`config.mk`:
```
export PLATFORM = sky130hd
export DESIGN_NAME = integer_to_ascii_radix
export DESIGN_NICKNAME = d
export VERILOG_FILES = /design/src/hw/rtl/itoa_pkg.sv /design/src/hw/rtl/integer_to_ascii_radix.sv /design/src/hw/rtl/itoa_div.sv /design/src/hw/rtl/itoa_seq.sv
export SDC_FILE = /design/constraint.sdc
export NUM_CORES = 1
export LEC_CHECK = 0
export BUFFER_PORTS_ARGS = -buffer_cell sky130_fd_sc_hd__buf_2
export CAP_MARGIN = 30
export CORE_ASPECT_RATIO = 0.6
export CORE_UTILIZATION = 60
export CTS_BUF_LIST = sky130_fd_sc_hd__clkbuf_8
export DETAILED_ROUTE_END_ITERATION = 12
export GPL_ROUTABILITY_DRIVEN = 0
export GPL_TIMING_DRIVEN = 0
export PLACE_DENSITY = 0.89
export SLEW_MARGIN = 20
export SYNTH_ARGS = -nofsm -noshare
export SYNTH_HDL_FRONTEND = slang
export SYNTH_SLANG_ARGS = --single-unit
```
`constraint.sdc`:
```
create_clock -name clk -period 5.1 [get_ports clk]
set_input_delay 1.02 -clock clk [delete_from_list [all_inputs] [get_ports clk]]
set_output_delay 1.02 -clock clk [all_outputs]
set_load 0.02 [all_outputs]
```
`src/hw/rtl/itoa_pkg.sv`:
```
package itoa_pkg;

    // Width of the converted value and the sizes that follow from it.
    localparam int VALUE_BITS = 16;
    localparam int CNT_W      = $clog2(VALUE_BITS);
    localparam int DEPTH_W    = $clog2(VALUE_BITS + 1);
    localparam int VALUE_BYTES_W = ((VALUE_BITS + 7) / 8) * 8;

    // Radix register and digit widths.
    localparam int RADIX_W = 6;
    localparam int CHAR_W  = 8;

    localparam logic [RADIX_W-1:0] RADIX_MIN   = 6'd2;
    localparam logic [RADIX_W-1:0] RADIX_MAX   = 6'd36;
    localparam logic [RADIX_W-1:0] RADIX_RESET = 6'd10;
    localparam logic [RADIX_W-1:0] RADIX_DEC   = 6'd10;
    localparam logic [RADIX_W-1:0] DIGIT_NINE  = 6'd9;
    localparam logic [RADIX_W-1:0] DIGIT_TEN   = 6'd10;

    // ASCII codes used in the text.
    localparam logic [CHAR_W-1:0] CHAR_ZERO  = 8'h30;
    localparam logic [CHAR_W-1:0] CHAR_LOW_A = 8'h61;
    localparam logic [CHAR_W-1:0] CHAR_MINUS = 8'h2D;

    // Sequencer states.
    typedef enum logic [1:0] {
        ST_IDLE,
        ST_DIV,
        ST_EMIT
    } seq_state_t;

    // Request to the shared divider.
    typedef struct packed {
        logic                  start;
        logic [VALUE_BITS-1:0] dividend;
        logic [RADIX_W-1:0]    divisor;
    } div_req_t;

    // Result from the shared divider.
    typedef struct packed {
        logic                  done;
        logic [VALUE_BITS-1:0] quotient;
        logic [RADIX_W-1:0]    remainder;
    } div_rsp_t;

    // Map one digit value to its ASCII character.
    function automatic logic [CHAR_W-1:0] digit_char(input logic [RADIX_W-1:0] d);
        logic [CHAR_W-1:0] c;
        if (d > DIGIT_NINE) begin
            c = CHAR_LOW_A + CHAR_W'(d - DIGIT_TEN);
        end else begin
            c = CHAR_ZERO + CHAR_W'(d);
        end
        return c;
    endfunction

endpackage

```
`src/hw/rtl/integer_to_ascii_radix.sv`:
```
// Channel   Direction  Payload
// s_*       in         s_tdata[15:0] value (signed in radix ten, else unsigned)
// m_*       out        m_tdata[7:0] character, m_tlast last
// cfg_*     in         cfg_data[5:0] radix
//
// Each digit is divided out in the shared bit-serial divider, and the
// characters are emitted once all digits of the item are on the stack.
// Reset sets the radix to ten and leaves the block idle.
// The input is not ready while an item is being converted or emitted; a
// stalled m_tready holds the current character and pauses the emit phase.
module integer_to_ascii_radix
    import itoa_pkg::*;
(
    input  logic                  clk,
    input  logic                  rst_n,
    input  logic                  s_tvalid,
    output logic                  s_tready,
    input  logic [VALUE_BITS-1:0] s_tdata,   // [15:0] value
    output logic                  m_tvalid,
    input  logic                  m_tready,
    output logic [CHAR_W-1:0]     m_tdata,   // [7:0] character
    output logic                  m_tlast,
    input  logic                  cfg_valid,
    output logic                  cfg_ready,
    input  logic [RADIX_W-1:0]    cfg_data   // [5:0] radix
);

    logic [RADIX_W-1:0] radix_reg;
    logic [RADIX_W-1:0] radix_eff;
    div_req_t           req;
    div_rsp_t           rsp;

    assign cfg_ready = 1'b1;

    // Radix register.
    always_ff @(posedge clk or negedge rst_n)
    begin
        if (!rst_n) begin
            radix_reg <= RADIX_RESET;
        end else if (cfg_valid) begin
            radix_reg <= cfg_data;
        end
    end

    // Out-of-range radix values are clamped to two or thirty-six.
    always_comb
    begin
        if (radix_reg < RADIX_MIN) begin
            radix_eff = RADIX_MIN;
        end else if (radix_reg > RADIX_MAX) begin
            radix_eff = RADIX_MAX;
        end else begin
            radix_eff = radix_reg;
        end
    end

    itoa_seq u_seq (
        .clk       (clk),
        .rst_n     (rst_n),
        .radix     (radix_eff),
        .in_valid  (s_tvalid),
        .in_ready  (s_tready),
        .in_value  (s_tdata),
        .out_valid (m_tvalid),
        .out_ready (m_tready),
        .out_char  (m_tdata),
        .out_last  (m_tlast),
        .req       (req),
        .rsp       (rsp)
    );

    itoa_div u_div (
        .clk   (clk),
        .rst_n (rst_n),
        .req   (req),
        .rsp   (rsp)
    );

endmodule

```
`src/hw/rtl/itoa_div.sv`:
```
module itoa_div
    import itoa_pkg::*;
(
    input  logic     clk,
    input  logic     rst_n,
    input  div_req_t req,
    output div_rsp_t rsp
);

    logic                  busy_reg, busy_next;
    logic                  done_reg, done_next;
    logic [CNT_W-1:0]      cnt_reg, cnt_next;
    logic [VALUE_BITS-1:0] quo_reg, quo_next;
    logic [RADIX_W-1:0]    rem_reg, rem_next;
    logic [RADIX_W-1:0]    div_reg, div_next;
    logic [RADIX_W:0]      trial;

    // Restoring division, one quotient bit per cycle.
    always_comb
    begin
        busy_next = busy_reg;
        done_next = 1'b0;
        cnt_next  = cnt_reg;
        quo_next  = quo_reg;
        rem_next  = rem_reg;
        div_next  = div_reg;
        trial     = {rem_reg, quo_reg[VALUE_BITS-1]};
        if (req.start) begin
            busy_next = 1'b1;
            cnt_next  = '0;
            quo_next  = req.dividend;
            rem_next  = '0;
            div_next  = req.divisor;
        end else if (busy_reg) begin
            if (trial >= {1'b0, div_reg}) begin
                rem_next = RADIX_W'(trial - {1'b0, div_reg});
                quo_next = {quo_reg[VALUE_BITS-2:0], 1'b1};
            end else begin
                rem_next = trial[RADIX_W-1:0];
                quo_next = {quo_reg[VALUE_BITS-2:0], 1'b0};
            end
            cnt_next = cnt_reg + 1'b1;
            if (cnt_reg == CNT_W'(VALUE_BITS - 1)) begin
                busy_next = 1'b0;
                done_next = 1'b1;
            end
        end
    end

    // Control registers.
    always_ff @(posedge clk or negedge rst_n)
    begin
        if (!rst_n) begin
            busy_reg <= 1'b0;
            done_reg <= 1'b0;
            cnt_reg  <= '0;
        end else begin
            busy_reg <= busy_next;
            done_reg <= done_next;
            cnt_reg  <= cnt_next;
        end
    end

    // Datapath registers.
    always_ff @(posedge clk)
    begin
        quo_reg <= quo_next;
        rem_reg <= rem_next;
        div_reg <= div_next;
    end

    assign rsp.done      = done_reg;
    assign rsp.quotient  = quo_reg;
    assign rsp.remainder = rem_reg;

endmodule

```
`src/hw/rtl/itoa_seq.sv`:
```
module itoa_seq
    import itoa_pkg::*;
(
    input  logic                  clk,
    input  logic                  rst_n,
    input  logic [RADIX_W-1:0]    radix,
    input  logic                  in_valid,
    output logic                  in_ready,
    input  logic [VALUE_BITS-1:0] in_value,
    output logic                  out_valid,
    input  logic                  out_ready,
    output logic [CHAR_W-1:0]     out_char,
    output logic                  out_last,
    output div_req_t              req,
    input  div_rsp_t              rsp
);

    seq_state_t            state_reg, state_next;
    logic                  neg_reg, neg_next;
    logic [RADIX_W-1:0]    base_reg, base_next;
    logic [DEPTH_W-1:0]    count_reg, count_next;
    logic [RADIX_W-1:0]    stack_reg [VALUE_BITS];
    logic                  push;
    logic                  ovalid_reg, ovalid_next;
    logic [CHAR_W-1:0]     char_reg, char_next;
    logic                  last_reg, last_next;
    logic                  accept;
    logic                  load_ok;
    logic                  in_neg;
    logic [VALUE_BITS-1:0] in_mag;
    logic [DEPTH_W-1:0]    top_idx;

    assign in_ready = (state_reg == ST_IDLE);
    assign accept   = in_valid && in_ready;
    assign load_ok  = !ovalid_reg || out_ready;
    assign top_idx  = count_reg - 1'b1;

    // Decimal negatives convert their magnitude; other radices read unsigned.
    assign in_neg = (radix == RADIX_DEC) && in_value[VALUE_BITS-1];
    assign in_mag = in_neg ? (~in_value + 1'b1) : in_value;

    // Sequencer: divide out digits onto the stack, then emit any sign and pop them out.
    always_comb
    begin
        state_next   = state_reg;
        neg_next     = neg_reg;
        base_next    = base_reg;
        count_next   = count_reg;
        push         = 1'b0;
        ovalid_next  = ovalid_reg && !out_ready;
        char_next    = char_reg;
        last_next    = last_reg;
        req.start    = 1'b0;
        req.dividend = rsp.quotient;
        req.divisor  = base_reg;
        case (state_reg)
            ST_IDLE:
            begin
                if (accept) begin
                    req.start    = 1'b1;
                    req.dividend = in_mag;
                    req.divisor  = radix;
                    base_next    = radix;
                    neg_next     = in_neg;
                    count_next   = '0;
                    state_next   = ST_DIV;
                end
            end
            ST_DIV:
            begin
                if (rsp.done) begin
                    push       = 1'b1;
                    count_next = count_reg + 1'b1;
                    if (rsp.quotient == '0) begin
                        state_next = ST_EMIT;
                    end else begin
                        req.start = 1'b1;
                    end
                end
            end
            ST_EMIT:
            begin
                if (load_ok) begin
                    ovalid_next = 1'b1;
                    if (neg_reg) begin
                        char_next = CHAR_MINUS;
                        last_next = 1'b0;
                        neg_next  = 1'b0;
                    end else begin
                        char_next  = digit_char(stack_reg[top_idx[CNT_W-1:0]]);
                        last_next  = (count_reg == DEPTH_W'(1));
                        count_next = count_reg - 1'b1;
                        if (count_reg == DEPTH_W'(1)) begin
                            state_next = ST_IDLE;
                        end
                    end
                end
            end
            default:
            begin
                state_next = ST_IDLE;
            end
        endcase
    end

    // Control registers.
    always_ff @(posedge clk or negedge rst_n)
    begin
        if (!rst_n) begin
            state_reg  <= ST_IDLE;
            neg_reg    <= 1'b0;
            count_reg  <= '0;
            ovalid_reg <= 1'b0;
        end else begin
            state_reg  <= state_next;
            neg_reg    <= neg_next;
            count_reg  <= count_next;
            ovalid_reg <= ovalid_next;
        end
    end

    // Digit stack and output payload.
    always_ff @(posedge clk)
    begin
        if (push) begin
            stack_reg[count_reg[CNT_W-1:0]] <= rsp.remainder;
        end
        base_reg <= base_next;
        char_reg <= char_next;
        last_reg <= last_next;
    end

    assign out_valid = ovalid_reg;
    assign out_char  = char_reg;
    assign out_last  = last_reg;

endmodule

```
==> flow_summary.yaml, run 1 <==
clocking:
  cts-root-buf: "clkbuf_8"
  clkSinkCount: 160
  ctsLongestPathBuffers: 2
  ctsHoldBuffers: 0
  insertion_delay_ns: 0.46
  cts_made_buffers: 17
  clk_pin_slew_ns: 0.09
  h-tree-depth: 4
  cts_tree: "done"
pwr:
  power_per_cell_area_nw_per_um2: 274.7
  peakVddDrop_v: 0.0001968
  finalPower_uw: 2395
  p_comb_share_pct: 2.0
  seq_power_share_pct: 58.8
  clkPwrFrac_pct: 39.2
  leakage_uw: 0.003158
  sw_frac_of_total_pct: 23.08
  p_sw_uw: 553.0
  intPower_uw: 1842
timing:
  drv_slew: 0
  relSlewSlack_pct: 50.78
  clock_skew_ns: 0.01539
  rsz0062_at_grt: "no"
  hold_slack_ns: 0.5447
  period_share_pct: 95.03
  post-route-min-period_ns: 4.847
  hold_viol: 0
  setup_violations: 0
  fmax_mhz: 206.3
  tightestPinTransition_ns: 0.7306
  fin_setup_tns_ns: 0
  fin_ws_ns: 0.2535
drt:
  routedWlPerCell_um: 21.21
  avgViaCountPerCell: 6.308
  first_pass_iters: 5
  drt_iter0_markers: 625
  drc_errors: 0
  drt-total-wl_um: 17650
  num_vias: 5248
  ant_nets: 0
global_route:
  grt_pass1_vias: 5091
  grt.overflow.total: 0
  grt_pass1_wl_um: 27640
  grt_antenna_before_repair: 0
  grt_max_degree: 22
  grt_usage_pct: 27.88
setup_path:
  rr_worst_depth: 20
  worstSetupEndpointType: "flip-flop"
  cp_data_required_time_ns: 5.31
  worst_path_max_delay_cell: "or3b_2"
  r2r_slack_ns: 0.25
  timing.critical_path.cells: "buf_6 > buf_12 > buf_12 > inv_1 > ha_2 > clkbuf_8 > bufbuf_8 > mux4_2 > mux2i_1 > nor2_1 > a21o_1 > inv_1 > ha_1 > or3b_2 > o22ai_4 > a21bo_1 > a32oi_4 > o21ai_1 > xnor2_1 > nor2_1"
  cpPeakStageDelay_ns: 0.48
  critPathArrivalTime_ns: 5.06
  r2r_start: "u_seq.count_reg[0]"
  r2r_end: "u_seq.out_char[4]"
  crit_path_start_kind: "flip-flop"
  crit_type: "flip-flop to flip-flop"
  cp_max_fo: 10
layout:
  largest_reg_flops: 96
  fin_nets: 703
  regArea_um2: 4642
  final_common_cell: "edfxtp_1"
  multi_input_area_um2: 2922
  fill_cells: 818
  drive_gt1_share_pct: 18.89
  synthToLayoutAreaGrowth_pct: 10.85
  layout.cells.non_filler: 832
  num_antenna_cells: 0
  layout_common_cells: "edfxtp_1, nand2_1, nor2_1, o21ai_0, buf_2"
die:
  die-area_um2: 13590
  die_w_um: 149.8
  core_um2: 12410
  initial_core_util_pct: 63.39
  rows: 31
  die_h_um: 90.70
  pin_count: 39
synth:
  syn_area_um2: 7868
  syn-num-nets: 640
  synthFlopType: "edfxtp_1"
  yosys-top-cells-area: "edfxtp_1, dfrtp_1, mux2i_1"
  ys_ff_latch: 160
  syn_area_per_cell_um2: 13.31
  seq_area_frac_synth_pct: 59.00
  synth_edf_count: 133
  async_flop_share_pct: 13.13
  yosys_warnings: 0
  synth_top_area_share_pct: 50.76
  synth_cells: 591
  synthDistinctLibCells: 75
  yosysTopAreaCell: "edfxtp_1"
placed_design:
  place.port_buffers: 36
  dp_hpwl_um: 12500
  pre_cts_ws_ns: -0.04562
  dp_cells: 795
min_path:
  hold_class: "input pin to asynchronous set/reset pin"
run_status:
  status: "finished, final reports clean"
job:
  drv_cap: 0
## worst max-delay path, delay by kind of cell, from the launching register on
family | cells | cell delay (ns)
DFF | 1 | 0.39
AOI/OAI and AO/OA | 5 | 1.07
xor gates and xnor gates | 1 | 0.22
buffers and inverters | 7 | 1.17
muxes | 2 | 0.56
and+or+nand+nor | 3 | 0.65
adders and majority gates | 2 | 0.52
## power by group through the flow
stage	Combinational [uW]	Sequential [uW]	Clock [uW]
6_report	48.4	1410	939
5_1_grt	53.2	1410	994
4_1_cts	47.6	1410	939
3_5_place_dp	47.1	1440	0
3_3_place_gp	44.1	1440	0
2_1_floorplan	23.9	1440	0
## worst max-delay path by stage
stage                            start  cells after the start           endpoint
finish              u_seq.count_reg[0]                     20  u_seq.out_char[4]
global route        u_seq.count_reg[0]                     20  u_seq.out_char[4]
CTS                 u_seq.count_reg[0]                     20  u_seq.out_char[4]
detailed placement  u_seq.count_reg[0]                     19  u_seq.out_char[4]
global placement    u_seq.count_reg[0]                     19  u_seq.out_char[4]
floorplan           u_seq.count_reg[0]                     19  u_seq.out_char[4]
## kinds of logic after synthesis
logic type | synth area share (%)
flops | 59.00
mux | 12.09
fa+ha+maj | 3.721
xor+xnor | 3.562
buf+inv | 4.087
compound gates | 8.349
other cells | 0.04766
simple gates | 9.145
## synthesized netlist by cell type, types with 2 or more instances
cell type  instances
a21o_1             2
a21oi_1           17
a31oi_1            3
and2_1             5
and3_1             2
buf_12             3
buf_4              2
buf_6              3
clkbuf_1          14
clkinv_1           2
dfrtp_1           19
dfstp_2            2
dfxtp_1            6
edfxtp_1         133
ha_1              21
inv_1             28
mux2_2            12
mux2_4             2
mux2i_1           32
mux4_1            10
mux4_2             9
nand2_1           66
nand2b_1           6
nand3_1            3
nand4_1            4
nor2_1            44
nor2b_1            4
nor3_1             9
nor4_1             5
o21ai_0           42
o21ai_1            3
o22ai_1            5
o31a_1             3
o31ai_1            3
or3_1              2
xnor2_1           18
xor2_1             9
## cell type report
cell class / count / share of cell area [%]
plain buffers: 25 / 2.396
well taps: 165 / 2.367
clock inverters: 14 / 1.707
multi-input cells: 376 / 33.50
inverters: 30 / 1.291
clock buffers: 18 / 2.841
flip-flops and latches: 160 / 53.23
repair buffers: 44 / 2.669
## metal layers
metal / up-vias / part of all wire (%) / GRT usage [%]
li1: 2315 / - / -
met2: 317 / 43 / 38.50
met4: 2 / 1.7 / 9.428
met5: - / 0.24 / 2.308
met1: 2568 / 43 / 40.73
met3: 46 / 12 / 9.697
## stage by stage
stage | utilization [%] | cell area, um2
6_report | 70.26 | 8721
5_1_grt | 70.26 | 8721
4_1_cts | 69.90 | 8676
3_5_place_dp | 66.62 | 8269
3_3_place_gp | 66.50 | 8254
2_1_floorplan | - | 7868
## what timing repair did
action,4_1_cts,5_1_grt
setup endpoints to repair,2,3
buffers inserted,1,4
resized for setup,1,2
pin swaps,1,2
Note: power is estimated with default switching activity, not from simulation.
==> inputs of run 2 (changes only) <==
CTS_BUF_LIST = sky130_fd_sc_hd__clkbuf_4 sky130_fd_sc_hd__clkbuf_8   (was sky130_fd_sc_hd__clkbuf_8)
==> flow_summary.yaml, run 2 (synthesis results as in run 1) <==
timing:
  rsz0062_at_grt: "no"
  hold_slack_ns: 0.5389
  drv_slew: 0
  period_share_pct: 94.56
  post-route-min-period_ns: 4.823
  clock_skew_ns: 0.01494
  fin_ws_ns: 0.2773
  tightestPinTransition_ns: 0.7198
  hold_viol: 0
  relSlewSlack_pct: 51.51
  setup_violations: 0
  fmax_mhz: 207.4
placed_design:
  dpl_cell_area_um2: 8269
  pre_cts_ws_ns: -0.04562
  dp_hpwl_um: 12500
  dp_cells: 795
  place.port_buffers: 36
global_route:
  grt.overflow.total: 0
  grt_max_degree: 22
  grt_antenna_before_repair: 0
  grt_pass1_vias: 5090
  grt_usage_pct: 27.90
  grt_pass1_wl_um: 27660
clocking:
  cts-root-buf: "clkbuf_8"
  h-tree-depth: 4
  clkSinkCount: 160
  ctsLongestPathBuffers: 2
  cts_tree: "done"
  cts_made_buffers: 17
  insertion_delay_ns: 0.45
  ctsHoldBuffers: 0
  clk_pin_slew_ns: 0.09
drt:
  avgViaCountPerCell: 6.291
  drt-total-wl_um: 17580
  ant_nets: 0
  drt_iter0_markers: 648
  num_vias: 5234
  drc_errors: 0
  routedWlPerCell_um: 21.13
  first_pass_iters: 7
layout:
  synthToLayoutAreaGrowth_pct: 10.89
  layout_common_cells: "edfxtp_1, nand2_1, nor2_1, o21ai_0, buf_2"
  final_common_cell: "edfxtp_1"
  final_area_um2: 8725
  drive_gt1_share_pct: 19.04
  fin_util_pct: 70.29
  fin_nets: 703
  num_antenna_cells: 0
  layout.cells.non_filler: 832
  largest_reg_flops: 96
pwr:
  leakage_uw: 0.003157
  power_per_cell_area_nw_per_um2: 275.5
  peakVddDrop_v: 0.0001968
setup_path:
  critPathArrivalTime_ns: 5.03
  crit_type: "flip-flop to flip-flop"
  worstSetupEndpointType: "flip-flop"
  crit_path_start_kind: "flip-flop"
  cp_max_fo: 10
  cp_data_required_time_ns: 5.31
die:
  die-area_um2: 13590
  initial_core_util_pct: 63.39
  pin_count: 39
  die_w_um: 149.8
  rows: 31
  die_h_um: 90.70
  core_um2: 12410
job:
  drv_cap: 0
run_status:
  status: "finished, final reports clean"
min_path:
  hold_class: "input pin to asynchronous set/reset pin"
-- run 2: repair_timing --
item                       4_1_cts  5_1_grt
setup endpoints to repair        2        3
pin swaps                        1        2
buffers inserted                 1        4
gates resized for setup          1        2
-- run 2: where the power goes --
part           internal, uW  total [uW]  switching (uW)
Clock                   426         947             521
Combinational          21.3        48.3            27.0
Sequential             1400        1410            5.17
Total                  1850        2400             553
-- run 2: per-stage QoR --
| step | TNS [ns] | power (uW) |
|---|---|---|
| finish | 0 | 2403 |
| global route | 0 | 2465 |
| CTS | 0 | 2402 |
| detailed placement | -0.04562 | 1485 |
| global placement | 0 | 1481 |
| floorplan | 0 | 1460 |
-- run 2: per-layer routing --
layer / global-route usage, % / up-vias / routed length (um)
met2: 38.46 / 329 / 7589
met5: 2.308 / - / 40
met4: 9.428 / 2 / 301
met1: 40.83 / 2546 / 7528
li1: - / 2312 / -
met3: 9.697 / 45 / 2120
-- run 2: worst paths after layout --
check                                         from                  to  slack [ns]  cells past startpoint
worst min-delay path                         rst_n        radix_reg[4]        0.54                      1
worst max-delay path            u_seq.count_reg[0]   u_seq.out_char[4]        0.28                     20
worst max register to register  u_seq.count_reg[0]   u_seq.out_char[4]        0.28                     20
worst min register to register   u_seq.base_reg[3]    u_div.div_reg[3]        0.55                      2
min in group clk                 u_seq.base_reg[3]    u_div.div_reg[3]        0.55                      2
max in group asynchronous                    rst_n  u_seq.count_reg[0]        4.18                      1
-- run 2: layout make-up --
cell class / instances / area (um2)
Inverter: 30 / 112.6
Clock buffer: 19 / 255.2
Multi-Input combinational cell: 376 / 2922
Sequential cell: 160 / 4642
Clock inverter: 13 / 145.1
Tap cell: 165 / 206.4
Buffer: 25 / 209.0
Fill cell: 818 / 3687
Timing Repair Buffer: 44 / 232.7
-- run 2: critical path: stages, from the launching register on --
cell and delay (ns):
dfrtp_1 0.39, buf_6 0.16, buf_12 0.16, buf_12 0.15
inv_1 0.13, ha_2 0.35, clkbuf_8 0.16, bufbuf_8 0.31
mux4_2 0.38, mux2i_1 0.17, nor2_1 0.10, a21o_1 0.24
inv_1 0.11, ha_1 0.17, or3b_2 0.48, o22ai_4 0.12
a21bo_1 0.25, a32oi_4 0.31, o21ai_1 0.15, xnor2_1 0.21
nor2_1 0.06
==> inputs of run 3 (changes only) <==
CORE_ASPECT_RATIO = unset   (was 0.6)
PLACE_DENSITY = 0.78   (was 0.89)
==> flow_summary.yaml, run 3 (synthesis results as in run 1) <==
setup_path:
  worstSetupEndpointType: "flip-flop"
  r2r_slack_ns: 0.08
  cp_data_required_time_ns: 5.44
  cpPeakStageDelay_ns: 0.48
  crit_type: "flip-flop to flip-flop"
  crit_start: "u_seq.count_reg[0]"
  crit_path_start_kind: "flip-flop"
  timing.critical_path.cells: "buf_6 > buf_12 > buf_12 > inv_1 > ha_1 > clkbuf_8 > bufbuf_8 > mux4_2 > mux2i_1 > nor2_1 > a21o_1 > inv_1 > ha_1 > or3b_2 > o22ai_4 > a21bo_1 > a32oi_4 > buf_4 > mux2_4 > nand2_2"
  worst_path_max_delay_cell: "or3b_2"
  rr_worst_depth: 20
  critPathArrivalTime_ns: 5.36
  endpoint: "u_seq.out_char[5]"
  cp_max_fo: 10
  r2r_start: "u_seq.count_reg[0]"
  r2r_end: "u_seq.out_char[5]"
layout:
  fill_cells: 888
  layout_common_cells: "edfxtp_1, nand2_1, nor2_1, o21ai_0, buf_2"
  drive_gt1_share_pct: 18.86
  num_antenna_cells: 0
  final_area_um2: 8767
  largest_reg_flops: 96
  synthToLayoutAreaGrowth_pct: 11.43
  final_common_cell: "edfxtp_1"
  fin_nets: 704
drt:
  avgViaCountPerCell: 5.976
  routedWlPerCell_um: 19.12
  drc_errors: 0
  drt-total-wl_um: 16060
  drt_iter0_markers: 430
  first_pass_iters: 5
  ant_nets: 0
  num_vias: 5020
global_route:
  grt_pass1_wl_um: 24360
  grt_max_degree: 22
  grt_antenna_before_repair: 0
  grt_pass1_vias: 4830
  grt.overflow.total: 0
  grt_usage_pct: 24.97
run_status:
  status: "finished, final reports clean"
pwr:
  power_per_cell_area_nw_per_um2: 278.9
  peakVddDrop_v: 0.0002733
  leakage_uw: 0.003169
timing:
  clock_skew_ns: 0.01363
  relSlewSlack_pct: 46.94
  post-route-min-period_ns: 5.017
  setup_violations: 0
  fmax_mhz: 199.3
  period_share_pct: 98.37
  tightestPinTransition_ns: 0.7948
  drv_slew: 0
  hold_viol: 0
  fin_ws_ns: 0.08332
die:
  die-area_um2: 13570
  rows: 41
  pin_count: 39
  initial_core_util_pct: 61.84
  core_um2: 12720
  die_h_um: 116.5
  die_w_um: 116.5
clocking:
  cts_tree: "done"
  clkSinkCount: 160
  ctsLongestPathBuffers: 2
  ctsHoldBuffers: 0
  h-tree-depth: 4
  cts_made_buffers: 17
  insertion_delay_ns: 0.47
  cts-root-buf: "clkbuf_8"
  clk_pin_slew_ns: 0.09
placed_design:
  place.port_buffers: 36
  pre_cts_ws_ns: 0.08560
  dpl_cell_area_um2: 8268
  dp_hpwl_um: 10770
min_path:
  hold_class: "input pin to asynchronous set/reset pin"
job:
  drv_cap: 0
-- run 3: worst min path at each step --
stage                                  from                to  slack, ns  depth (start not counted)
final                                 rst_n      radix_reg[4]       0.52                          1
after global routing                  rst_n      radix_reg[4]       0.54                          1
after CTS                             rst_n      radix_reg[4]       0.52                          1
after detailed placement  u_seq.base_reg[5]  u_div.div_reg[5]       0.52                          2
after global placement    u_seq.base_reg[5]  u_div.div_reg[5]       0.51                          2
after floorplan           u_seq.base_reg[3]  u_div.div_reg[3]       0.50                          2
-- run 3: what timing repair did --
action | in CTS | in global routing
setup buffers | 0 | 5
resized for setup | 0 | 1
setup endpoints to repair | 0 | 3
-- run 3: layout make-up --
type | instances | area [um2] | area share (%)
flip-flops and latches | 160 | 4642 | 52.95
repair buffers | 44 | 232.7 | 2.654
clock buffers | 20 | 269.0 | 3.068
inverters | 30 | 112.6 | 1.284
well taps | 172 | 215.2 | 2.455
clock inverters | 12 | 158.9 | 1.812
multi-input cells | 377 | 2928 | 33.40
plain buffers | 25 | 209.0 | 2.383
-- run 3: critical path: cells and delay by family (launching register included) --
kind	cells	cell delay, ns
buffers and inverters	8	1.34
adders and majority gates	2	0.48
DFF	1	0.40
and+or+nand+nor	3	0.68
muxes	3	0.96
AOI/OAI and AO/OA	4	0.99
-- run 3: where the power goes --
part / total (uW) / internal [uW] / switching [uW]
logic: 47.1 / 21.2 / 26.0
registers: 1410 / 1400 / 5.33
clock network: 990 / 519 / 472
-- run 3: stage by stage --
step	setup TNS (ns)	utilization (%)	total power, uW	instances	hold slack [ns]
after detailed placement	0	64.99	1484	800	0.5186
after global placement	0	64.95	1481	799	0.5052
after global routing	-0.01857	68.91	2501	840	0.5373
final	0	68.91	2445	840	0.5153
after CTS	0	68.35	2449	832	0.5200
after floorplan	0	-	1460	591	0.4963
-- run 3: layer usage --
metal	global-route usage, %	wire length [um]
met3	5.397	738
met1	29.68	6618
met2	42.72	8142
met5	0	0
met4	13.25	563
